## config.mk

```make
export PLATFORM = sky130hd
export DESIGN_NAME = i2c_master_bit_sequencer_top
export DESIGN_NICKNAME = d
export VERILOG_FILES = /design/src/sv/i2cms_pkg.sv /design/src/sv/i2c_master_bit_sequencer_top.sv
export SDC_FILE = /design/constraint.sdc
export NUM_CORES = 1
export LEC_CHECK = 0
export ABC_AREA = 1
export BUFFER_PORTS_ARGS = -buffer_cell sky130_fd_sc_hd__buf_2
export CELL_PAD_IN_SITES_DETAIL_PLACEMENT = 2
export CELL_PAD_IN_SITES_GLOBAL_PLACEMENT = 2
export CORE_ASPECT_RATIO = 0.7
export CORE_MARGIN = 3
export CORE_UTILIZATION = 38
export CTS_BUF_LIST = sky130_fd_sc_hd__clkbuf_8
export CTS_CLUSTER_SIZE = 30
export DETAILED_ROUTE_END_ITERATION = 10
export PLACE_DENSITY_LB_ADDON = 0.1
export SKIP_LAST_GASP = 1
export SYNTH_ARGS = -nofsm -noshare
export SYNTH_HDL_FRONTEND = slang
export SYNTH_SLANG_ARGS = --single-unit
```

## constraint.sdc

```tcl
create_clock -name clk_i -period 6.7 [get_ports clk_i]
set_input_delay 0.335 -clock clk_i [delete_from_list [all_inputs] [get_ports clk_i]]
set_output_delay 0.335 -clock clk_i [all_outputs]
set_load 0.02 [all_outputs]
```

## src/sv/i2cms_pkg.sv

```systemverilog
// i2c master bit sequencer: shared types, opcodes and the phase length table
// no dependencies
package i2cms_pkg;

  typedef enum logic [2:0] {
    OP_IDLE  = 3'd0,
    OP_START = 3'd1,
    OP_STOP  = 3'd2,
    OP_ACK   = 3'd3,
    OP_NACK  = 3'd4,
    OP_WACK  = 3'd5,
    OP_WRITE = 3'd6,
    OP_READ  = 3'd7
  } op_e;

  localparam int unsigned PhaseW = 6;
  localparam int unsigned InW    = 16;
  localparam int unsigned OutW   = 16;

  function automatic logic [PhaseW-1:0] phase_len(input op_e op);
    logic [PhaseW-1:0] len;
    unique case (op)
      OP_START: len = 6'd2;
      OP_STOP:  len = 6'd2;
      OP_ACK:   len = 6'd5;
      OP_NACK:  len = 6'd3;
      OP_WACK:  len = 6'd3;
      OP_WRITE: len = 6'd32;
      OP_READ:  len = 6'd24;
      default:  len = 6'd0;
    endcase
    return len;
  endfunction

endpackage

```

## src/sv/i2c_master_bit_sequencer_top.sv

```systemverilog
// i2c master bit sequencer top level: one tick word in, one line-level word out
// depends on i2cms_pkg
//
// Each input word is one tick of the bus timing. When idle, a nonzero opcode
// starts a command (start, stop, ack, nack, wait ack, write byte, read byte)
// that then steps SCL/SDA through its phases, one phase per accepted word.
// Every word produces exactly one output word, registered when it is taken; a
// new word is accepted each cycle unless the output register is full and not
// being drained, so sustained rate is one word per clock. The output word is
// held in the single result register. A command word arriving while busy is
// dropped and flagged in the rejected bit.
module i2c_master_bit_sequencer_top (
  input  logic                      clk_i,
  input  logic                      rst_ni,
  input  logic                      s_axis_tvalid,
  output logic                      s_axis_tready,
  // [2:0] opcode, [10:3] tx_byte, [11] sda_in, [15:12] zero
  input  logic [i2cms_pkg::InW-1:0] s_axis_tdata,
  output logic                      m_axis_tvalid,
  input  logic                      m_axis_tready,
  // [0] scl_level, [1] sda_level, [2] busy_res, [3] done_res, [11:4] rx_byte,
  // [12] nack_seen, [13] rejected, [15:14] zero
  output logic [i2cms_pkg::OutW-1:0] m_axis_tdata
);
  import i2cms_pkg::*;

  op_e               cmd_q, cmd_d, cmd;
  logic [PhaseW-1:0] phase_q, phase_d, p, p_next;
  logic [1:0]        m3_q, m3_d, m3;
  logic [7:0]        shift_q, shift_d, sh;
  logic              scl_q, scl_d, sda_q, sda_d, ack_q, ack_d;
  logic [7:0]        rd_q, rd_d;
  logic [OutW-1:0]   out_q, out_d;
  logic              ovalid_q;

  op_e        in_op;
  logic [7:0] in_tx;
  logic       in_sda, accept, start, reject, done;

  assign in_op  = op_e'(s_axis_tdata[2:0]);
  assign in_tx  = s_axis_tdata[10:3];
  assign in_sda = s_axis_tdata[11];

  assign s_axis_tready = !ovalid_q || m_axis_tready;
  assign accept        = s_axis_tvalid && s_axis_tready;
  assign m_axis_tvalid = ovalid_q;
  assign m_axis_tdata  = out_q;

  always_comb begin
    start  = (in_op != OP_IDLE) && (cmd_q == OP_IDLE);
    reject = (in_op != OP_IDLE) && (cmd_q != OP_IDLE);
    cmd    = start ? in_op : cmd_q;
    p      = start ? '0 : phase_q;
    m3     = start ? 2'd0 : m3_q;
    sh     = start ? ((in_op == OP_WRITE) ? in_tx : 8'h00) : shift_q;
    p_next = p + 6'd1;

    scl_d   = scl_q;
    sda_d   = sda_q;
    ack_d   = ack_q;
    shift_d = sh;
    rd_d    = rd_q;
    cmd_d   = cmd;
    phase_d = p;
    m3_d    = m3;
    done    = 1'b0;

    unique case (cmd)
      OP_START: begin
        scl_d = 1'b1;
        sda_d = (p == '0);
      end
      OP_STOP: begin
        scl_d = 1'b1;
        sda_d = (p != '0);
      end
      OP_ACK: begin
        scl_d = (p == 6'd2);
        sda_d = (p == '0) || (p == 6'd4);
      end
      OP_NACK: begin
        sda_d = 1'b1;
        scl_d = (p == 6'd1);
      end
      OP_WACK: begin
        sda_d = 1'b1;
        scl_d = (p == 6'd1);
        if (p == 6'd1) ack_d = in_sda;
      end
      OP_WRITE: begin
        unique case (p[1:0])
          2'd0: begin
            sda_d = 1'b0;
            scl_d = 1'b0;
          end
          2'd1: begin
            sda_d = sh[7];
            scl_d = 1'b0;
          end
          2'd2: scl_d = 1'b1;
          default: begin
            scl_d   = 1'b0;
            shift_d = {sh[6:0], 1'b0};
          end
        endcase
      end
      OP_READ: begin
        sda_d = 1'b1;
        scl_d = (m3 == 2'd1);
        if (m3 == 2'd1) shift_d = {sh[6:0], in_sda};
      end
      default: ;
    endcase

    if (cmd != OP_IDLE) begin
      phase_d = p_next;
      m3_d    = (m3 == 2'd2) ? 2'd0 : m3 + 2'd1;
      if (p_next >= phase_len(cmd)) begin
        done    = 1'b1;
        cmd_d   = OP_IDLE;
        phase_d = '0;
        m3_d    = 2'd0;
        if (cmd == OP_READ) rd_d = shift_d;
      end
    end

    out_d = {2'b00, reject, ack_d, rd_d, done, (cmd_d != OP_IDLE), sda_d, scl_d};
  end

  always_ff @(posedge clk_i or negedge rst_ni) begin
    if (!rst_ni) begin
      cmd_q    <= OP_IDLE;
      phase_q  <= '0;
      m3_q     <= 2'd0;
      shift_q  <= 8'h00;
      scl_q    <= 1'b1;
      sda_q    <= 1'b1;
      ack_q    <= 1'b0;
      rd_q     <= 8'h00;
      ovalid_q <= 1'b0;
    end else begin
      if (accept) begin
        cmd_q   <= cmd_d;
        phase_q <= phase_d;
        m3_q    <= m3_d;
        shift_q <= shift_d;
        scl_q   <= scl_d;
        sda_q   <= sda_d;
        ack_q   <= ack_d;
        rd_q    <= rd_d;
      end
      if (accept) begin
        ovalid_q <= 1'b1;
      end else if (m_axis_tready) begin
        ovalid_q <= 1'b0;
      end
    end
  end

  always_ff @(posedge clk_i) begin
    if (accept) begin
      out_q <= out_d;
    end
  end

`ifndef SYNTHESIS
  a_idle_phase_zero: assert property (@(posedge clk_i) disable iff (!rst_ni)
    (cmd_q == OP_IDLE) |-> (phase_q == '0 && m3_q == 2'd0))
    else $error("phase counter not cleared while idle");

  a_phase_in_range: assert property (@(posedge clk_i) disable iff (!rst_ni)
    (cmd_q != OP_IDLE) |-> (phase_q < phase_len(cmd_q)))
    else $error("phase counter past command length");

  a_done_not_busy: assert property (@(posedge clk_i) disable iff (!rst_ni)
    (ovalid_q && out_q[3]) |-> !out_q[2])
    else $error("done and busy reported together");

  a_reject_flag: assert property (@(posedge clk_i) disable iff (!rst_ni)
    (accept && cmd_q != OP_IDLE && in_op != OP_IDLE) |=> out_q[13])
    else $error("command while busy not flagged");
`endif

endmodule
```

==> metrics.csv, run 1 <==
stage;metric;value;unit
sta;Setup Skew;0.00928;ns
yosys;dominant synthesized flop cell;dfrtp_1;
clock_network;CTS sink count;45;
setup_path;CP endpoint kind;flop;
layout;proportion of layout cells with a drive suffix above 1;19.6;%
global_route;total gr overflow;0;
sta;fin crit share;63.6;%
global_route;vias in the first global route;3029;
clock_network;post-cts gate resize count;0;
global_route;initial antenna violation count;0;
sta;Setup TNS;0;ns
sta;number of max-slew violations in the final report;0;
drt;DR vias/cell;5.19;
setup_path;Critical Setup Path Class;flop to flop;
clock_network;Clock transition at path regs;0.09;ns
clock_network;cts hold-fix bufs;0;
setup_path;WP data arrival;4.34;ns
yosys;top-count cell post-synth;nand2_1;
sta;max_slew headroom;29.7;%
setup_path;CP startpoint kind;flop;
yosys;Synth top area share;23.1;%
yosys;most instantiated cells after synthesis;nand2_1, inv_1, nand3_1;
clock_network;postcts setup bufs;0;
yosys;YS warnings;0;
layout;n_diodes;0;
sta;hold_ws;0.103;ns
die;Row Count;27;
sta;RSZ-0062 raised after global routing;no;
yosys;post-synthesis register bit count;45;
power_and_ir_drop;worst ir drop on vdd;208;uV
global_route;largest net degree at the start of global routing;48;
drt;Avg WL per Cell;17.6;um
sta;measured slew at the worst slew-check pin;1.05;ns
drt;drt pass-1 iters;4;
clock_network;# H-tree levels;2;
placed_design;IO buf count;31;
placed_design;detailed placement HPWL;6850;um
placed_design;Placed Area;3330;um^2
setup_path;Req. time, crit path;6.77;ns
drt;via count;2804;
layout;Nets;468;
status;status;finished, final reports clean;
yosys;Yosys cell types;44;
yosys;area leader, netlist;dfrtp_1;
yosys;Seq/Total Area, Yosys;38.1;%
layout;fin util;43.0;%
layout;fin area;3420;um^2
clock_network;cts bufs inserted;5;
placed_design;GP Congestion;0.797;
layout;P&R area growth vs syn;8.63;%
yosys;EDFF count, synth;14;
die;die width;115;um
drt;DR DRC count;0;
yosys;synth top area cells;dfrtp_1, edfxtp_1, nand2_1, nand3_1, inv_1;
die;core region area;7940;um^2
clock_network;CTS tree;yes;
run;MaxCap Viol Count;0;
drt;drt initial violations;107;
sta;Max Fclk;235;MHz
clock_network;worst skew pair latency;0.31;ns
sta;Tmin final;4.26;ns
yosys;synthesized area;3150;um^2
die;Initial Util;39.6;%
die;die span in y;82.1;um
power_and_ir_drop;LEAKAGE;1.75;nW
clock_network;CTS Buffer Depth;2;
global_route;first-pass GRT wire length;15800;um
layout;Fillers;956;
yosys;Post-Syn Instances;412;
power_and_ir_drop;Power Dens Cells;498;nW/um^2
yosys;share of flip-flops with an asynchronous set or reset;68.9;%
sta;# setup viols final;0;
die;die footprint;9420;um^2
worst_hold_path;HP Class;primary input to asynchronous set/reset pin;
setup_path;CP max FO;32;
die;Ports;38;
clock_network;Root Driver;clkbuf_8;
sta;final hold violation count;0;
yosys;Avg Cell Area, Syn;7.63;um^2
global_route;GR Util All Layers;21.7;%
drt;Detail Route Antenna Nets;0;
drt;drt total wl;9500;um
==> kinds of logic (layout without fill, tap and decap cells) <==
kind of cell / after synthesis / count (layout) / synth area share (%)
compound gates: 65 / 65 / 13.3
flops: 45 / 45 / 38.1
buf+inv: 73 / 99 / 10.6
fa+ha+maj: 10 / 10 / 3.98
other cells: 1 / 2 / 0.119
xor+xnor: 2 / 2 / 0.796
simple gates: 216 / 216 / 33.1
==> registers in the layout, indices dropped and copies added, names as in the netlist <==
name           cells
m_axis_tdata      14
rd_q               8
shift_q            8
phase_q            6
cmd_q              3
m3_q               2
ack_q              1
m_axis_tvalid      1
scl_q              1
sda_q              1
==> per-stage QoR <==
step	worst slack [ns]	cells	total power [mW]
3_5_place_dp	2.34	532	1.54
4_1_cts	2.39	540	1.72
6_report	2.44	540	1.70
2_1_floorplan	3.42	413	1.27
5_1_grt	2.05	540	1.88
3_3_place_gp	2.46	532	1.46
==> where the power goes <==
group	switching, mW	total (mW)	internal [mW]
Combinational	0.702	1.03	0.327
Sequential	0.0763	0.501	0.425
Clock	0.0998	0.171	0.0711
==> layer usage <==
metal | share of wire [%] | GRT usage, %
met1 | 51 | 30.5
met3 | 2.8 | 3.71
met4 | 1.0 | 4.22
met5 | 0 | 0
met2 | 45 | 35.6
==> critical path, cell delays in order, from the launching register on <==
cell and delay [ns]:
dfrtp_1 0.41, inv_1 0.07, nand2_1 0.10, nor2_2 0.07
nand2_4 0.36, nand2_1 0.22, inv_1 0.20, ha_1 0.48
nand3_1 0.20, xor2_2 0.19, ha_1 0.28, nand2_1 0.07
o21a_1 0.19, nand2_1 0.11, inv_1 0.18, nor2_4 0.39
nand3_1 0.25, and2_1 0.21
==> cells in the final DEF, fill, tap and decap left out, types with 3 or more instances in the layout <==
master,count
a21oi_1,13
and2_1,10
buf_2,31
clkbuf_8,5
dfrtp_1,29
edfxtp_1,14
ha_1,10
inv_1,55
inv_2,3
nand2_1,109
nand2_2,4
nand2_4,4
nand3_1,42
nand3_2,7
nor2_1,23
o21ai_0,20
o21ai_1,5
o21ai_2,8
o22ai_1,8
or2_2,6
==> path summary, 6_finish.rpt <==
path / to / startpoint / slack (ns) / depth (start not counted)
min reg2reg: scl_q$_DFFE_PN1P_ / scl_q$_DFFE_PN1P_ / 0.47 / 2
min: rd_q[3]$_DFFE_PN0P_ / rst_ni / 0.10 / 1
max reg2reg: m_axis_tdata[10]$_DFFE_PP_ / cmd_q[2]$_DFFE_PN0P_ / 2.44 / 17
max: m_axis_tdata[10]$_DFFE_PP_ / cmd_q[2]$_DFFE_PN0P_ / 2.44 / 17
min in group clk_i: m_axis_tvalid$_DFFE_PN0P_ / m_axis_tready / 0.30 / 4
max in group asynchronous: rd_q[6]$_DFFE_PN0P_ / rst_ni / 6.10 / 1
==> final cells by class <==
type	count	area [um^2]	share of cell area (%)
Timing Repair Buffer	32	163	4.76
Tap cell	101	126	3.70
Sequential cell	45	1200	35.1
Clock inverter	3	13.8	0.403
Inverter	59	229	6.70
Clock buffer	5	68.8	2.01
Multi-Input combinational cell	295	1620	47.3
(Power assumes the default switching activity.)
==> run 2, diff against run 1 <==
--- a/config.mk
+++ b/config.mk
@@ -11,7 +11,7 @@
 export CELL_PAD_IN_SITES_GLOBAL_PLACEMENT = 2
 export CORE_ASPECT_RATIO = 0.7
 export CORE_MARGIN = 3
-export CORE_UTILIZATION = 38
+export CORE_UTILIZATION = 32
 export CTS_BUF_LIST = sky130_fd_sc_hd__clkbuf_8
 export CTS_CLUSTER_SIZE = 30
 export DETAILED_ROUTE_END_ITERATION = 10
==> constraint.sdc (replaced) <==
create_clock -name clk_i -period 3.55 [get_ports clk_i]
set_input_delay 0.1775 -clock clk_i [delete_from_list [all_inputs] [get_ports clk_i]]
set_output_delay 0.1775 -clock clk_i [all_outputs]
set_load 0.02 [all_outputs]
==> run 2 against run 1 <==
Net effect:
- wire length is 6.2% higher
- utilization fell by 4.8 points
- critical path type unchanged
- highest routed layer unchanged
- via count grew 3.2%
- largest cell class unchanged
==> metrics.csv, run 2 (same netlist as run 1, synthesis figures left out) <==
stage;metric;value;unit
setup_path;CP most frequent cell;nand2_1;
power_and_ir_drop;Power Dens Cells;968;nW/um^2
layout;Nets;479;
layout;proportion of layout cells with a drive suffix above 1;21.8;%
setup_path;RR Endpoint;m_axis_tdata[10]$_DFFE_PP_;
worst_hold_path;Hold Crit Depth;4;
clock_network;Clock transition at path regs;0.11;ns
worst_hold_path;min-delay src;m_axis_tready;
global_route;first-pass GRT wire length;16400;um
clock_network;CTS sink count;45;
global_route;met2 usage;30.2;%
sta;fin crit share;91.8;%
drt;drt pass-1 iters;4;
die;Ports;38;
sta;max_slew headroom;32.4;%
die;die span in y;89.0;um
setup_path;max incr delay on CP;0.42;ns
setup_path;Worst path top cell family by delay;simple AND/OR/NAND/NOR gates;
sta;number of max-slew violations in the final report;0;
global_route;GR peak layer;met2;
drt;drt total wl;10100;um
worst_hold_path;HP Class;primary input to flop;
setup_path;RR Startpoint;cmd_q[2]$_DFFE_PN0P_;
worst_hold_path;hold path endpoint;m_axis_tvalid$_DFFE_PN0P_;
clock_network;# H-tree levels;2;
setup_path;Crit-path slowest cell;dfrtp_1;
sta;# setup viols final;0;
drt;Detail Route Antenna Nets;0;
setup_path;Critical Setup Path Class;flop to flop;
layout;Fillers;1106;
clock_network;cts bufs inserted;5;
setup_path;CP startpoint kind;flop;
global_route;total gr overflow;0;
layout;most common cell after layout, fill and taps aside;nand2_1;
drt;DR DRC count;0;
setup_path;CP endpoint kind;flop;
die;Initial Util;33.7;%
global_route;GR Util All Layers;18.8;%
setup_path;WP data arrival;3.34;ns
status;status;finished, final reports clean;
clock_network;worst skew pair latency;0.32;ns
sta;hold_ws;0.143;ns
power_and_ir_drop;LEAKAGE;1.81;nW
global_route;largest net degree at the start of global routing;32;
placed_design;IO buf count;31;
drt;DR vias/cell;5.04;
placed_design;pre-CTS WS;0.218;ns
clock_network;Root Driver;clkbuf_8;
clock_network;postcts setup bufs;0;
global_route;vias in the first global route;3088;
die;Row Count;29;
global_route;initial antenna violation count;0;
global_route;met3 Usage GRT;3.28;%
die;core region area;9330;um^2
clock_network;CTS tree;yes;
placed_design;detailed placement HPWL;7530;um
setup_path;CP max FO;14;
sta;Tmin final;3.26;ns
setup_path;R2R setup slack;0.29;ns
sta;final hold violation count;0;
drt;via count;2894;
sta;Setup Skew;0.0102;ns
run;MaxCap Viol Count;0;
layout;most frequent cells in the layout;nand2_1, inv_1, nand3_1, buf_2, dfrtp_1;
setup_path;crit-path cells;inv_1 -> nand2_1 -> nor2_2 -> nand2_4 -> nand2_1 -> inv_1 -> ha_1 -> nand3_1 -> xor2_2 -> ha_1 -> nand2_1 -> o21a_1 -> nand2_1 -> inv_2 -> nor2_4 -> nand3_1 -> and2_1;
power_and_ir_drop;worst ir drop on vdd;335;uV
die;die width;125;um
sta;final worst slack;0.293;ns
clock_network;CTS Buffer Depth;2;
drt;drt initial violations;155;
die;die footprint;11100;um^2
sta;Max Fclk;307;MHz
global_route;met1 GRT Util;27.1;%
sta;RSZ-0062 raised after global routing;yes;
layout;P&R area growth vs syn;13.4;%
sta;measured slew at the worst slew-check pin;1.01;ns
layout;flip-flop count of the largest register after layout;14;
setup_path;stages on the worst setup path;17;
drt;Avg WL per Cell;17.6;um
setup_path;Req. time, crit path;3.64;ns
setup_path;buffer and inverter count on the worst path;3;
placed_design;GP Congestion;0.804;
layout;n_diodes;0;
setup_path;Worst Reg-to-Reg Cells;17;
run 2: cell count changes in the layout (fill, tap and decap cells not counted), sizes merged:
cell,previous run,this run
buf,32,41
bufinv,0,1
clkinv,3,2
clkinvlp,0,1
dlygate4sd3,0,1
inv,59,58
nor2,28,29
run 2: tightest hold or removal path, cell delays in order:
cell	delay [ns]
buf_2	0.08
inv_1	0.03
nand2_1	0.08
nand2_1	0.06
run 2: cell type report:
cell class	instances	area, um^2	share of cell area [%]
Clock inverter	3	46.3	1.30
Timing Repair Buffer	42	240	6.73
Multi-Input combinational cell	296	1630	45.7
Tap cell	124	155	4.35
Sequential cell	45	1200	33.6
Inverter	59	229	6.42
Clock buffer	5	68.8	1.93
run 2: worst max-delay path by stage:
stage	end	startpoint	slack, ns
after detailed placement	m_axis_tdata[5]$_DFFE_PP_	cmd_q[2]$_DFFE_PN0P_	0.22
after floorplan	m_axis_tdata[11]$_DFFE_PP_	cmd_q[2]$_DFFE_PN0P_	0.27
after global routing	m_axis_tdata[11]$_DFFE_PP_	cmd_q[2]$_DFFE_PN0P_	-0.007
after global placement	m_axis_tdata[11]$_DFFE_PP_	cmd_q[2]$_DFFE_PN0P_	0.30
after CTS	m_axis_tdata[10]$_DFFE_PP_	cmd_q[2]$_DFFE_PN0P_	0.17
final	m_axis_tdata[10]$_DFFE_PP_	cmd_q[2]$_DFFE_PN0P_	0.29
run 2: timing repair:
item                                    CTS  global route
endpoints found under the setup margin    0            12
resized for setup                         0             2
endpoints found under the hold margin    29             0
hold buffers                              1             0
run 2: per-layer routing:
metal	part of all wire (%)	vias up	routed length, um
met5	0	-	0
met3	3.5	5	351
met2	44	46	4480
li1	-	1400	-
met1	52	1443	5200
met4	0.55	0	56
run 2: power breakdown:
group	leakage [nW]	total, mW	switching, mW	internal [mW]
Clock	0.0543	0.423	0.211	0.211
Combinational	1.24	2.08	1.38	0.706
Sequential	0.515	0.944	0.142	0.802
Total	1.81	3.45	1.73	1.72
run 2: stage by stage:
| stage | total power [mW] | cell area (um^2) | cells | util (%) | TNS (ns) |
|---|---|---|---|---|---|
| CTS | 3.46 | 3560 | 573 | 38.1 | 0 |
| global route | 3.80 | 3570 | 574 | 38.3 | -0.0190 |
| detailed placement | 3.02 | 3430 | 564 | 36.8 | 0 |
| floorplan | 2.41 | 3150 | 413 | - | 0 |
| global placement | 2.90 | 3430 | 564 | 36.8 | 0 |
| finish | 3.45 | 3570 | 574 | 38.3 | 0 |
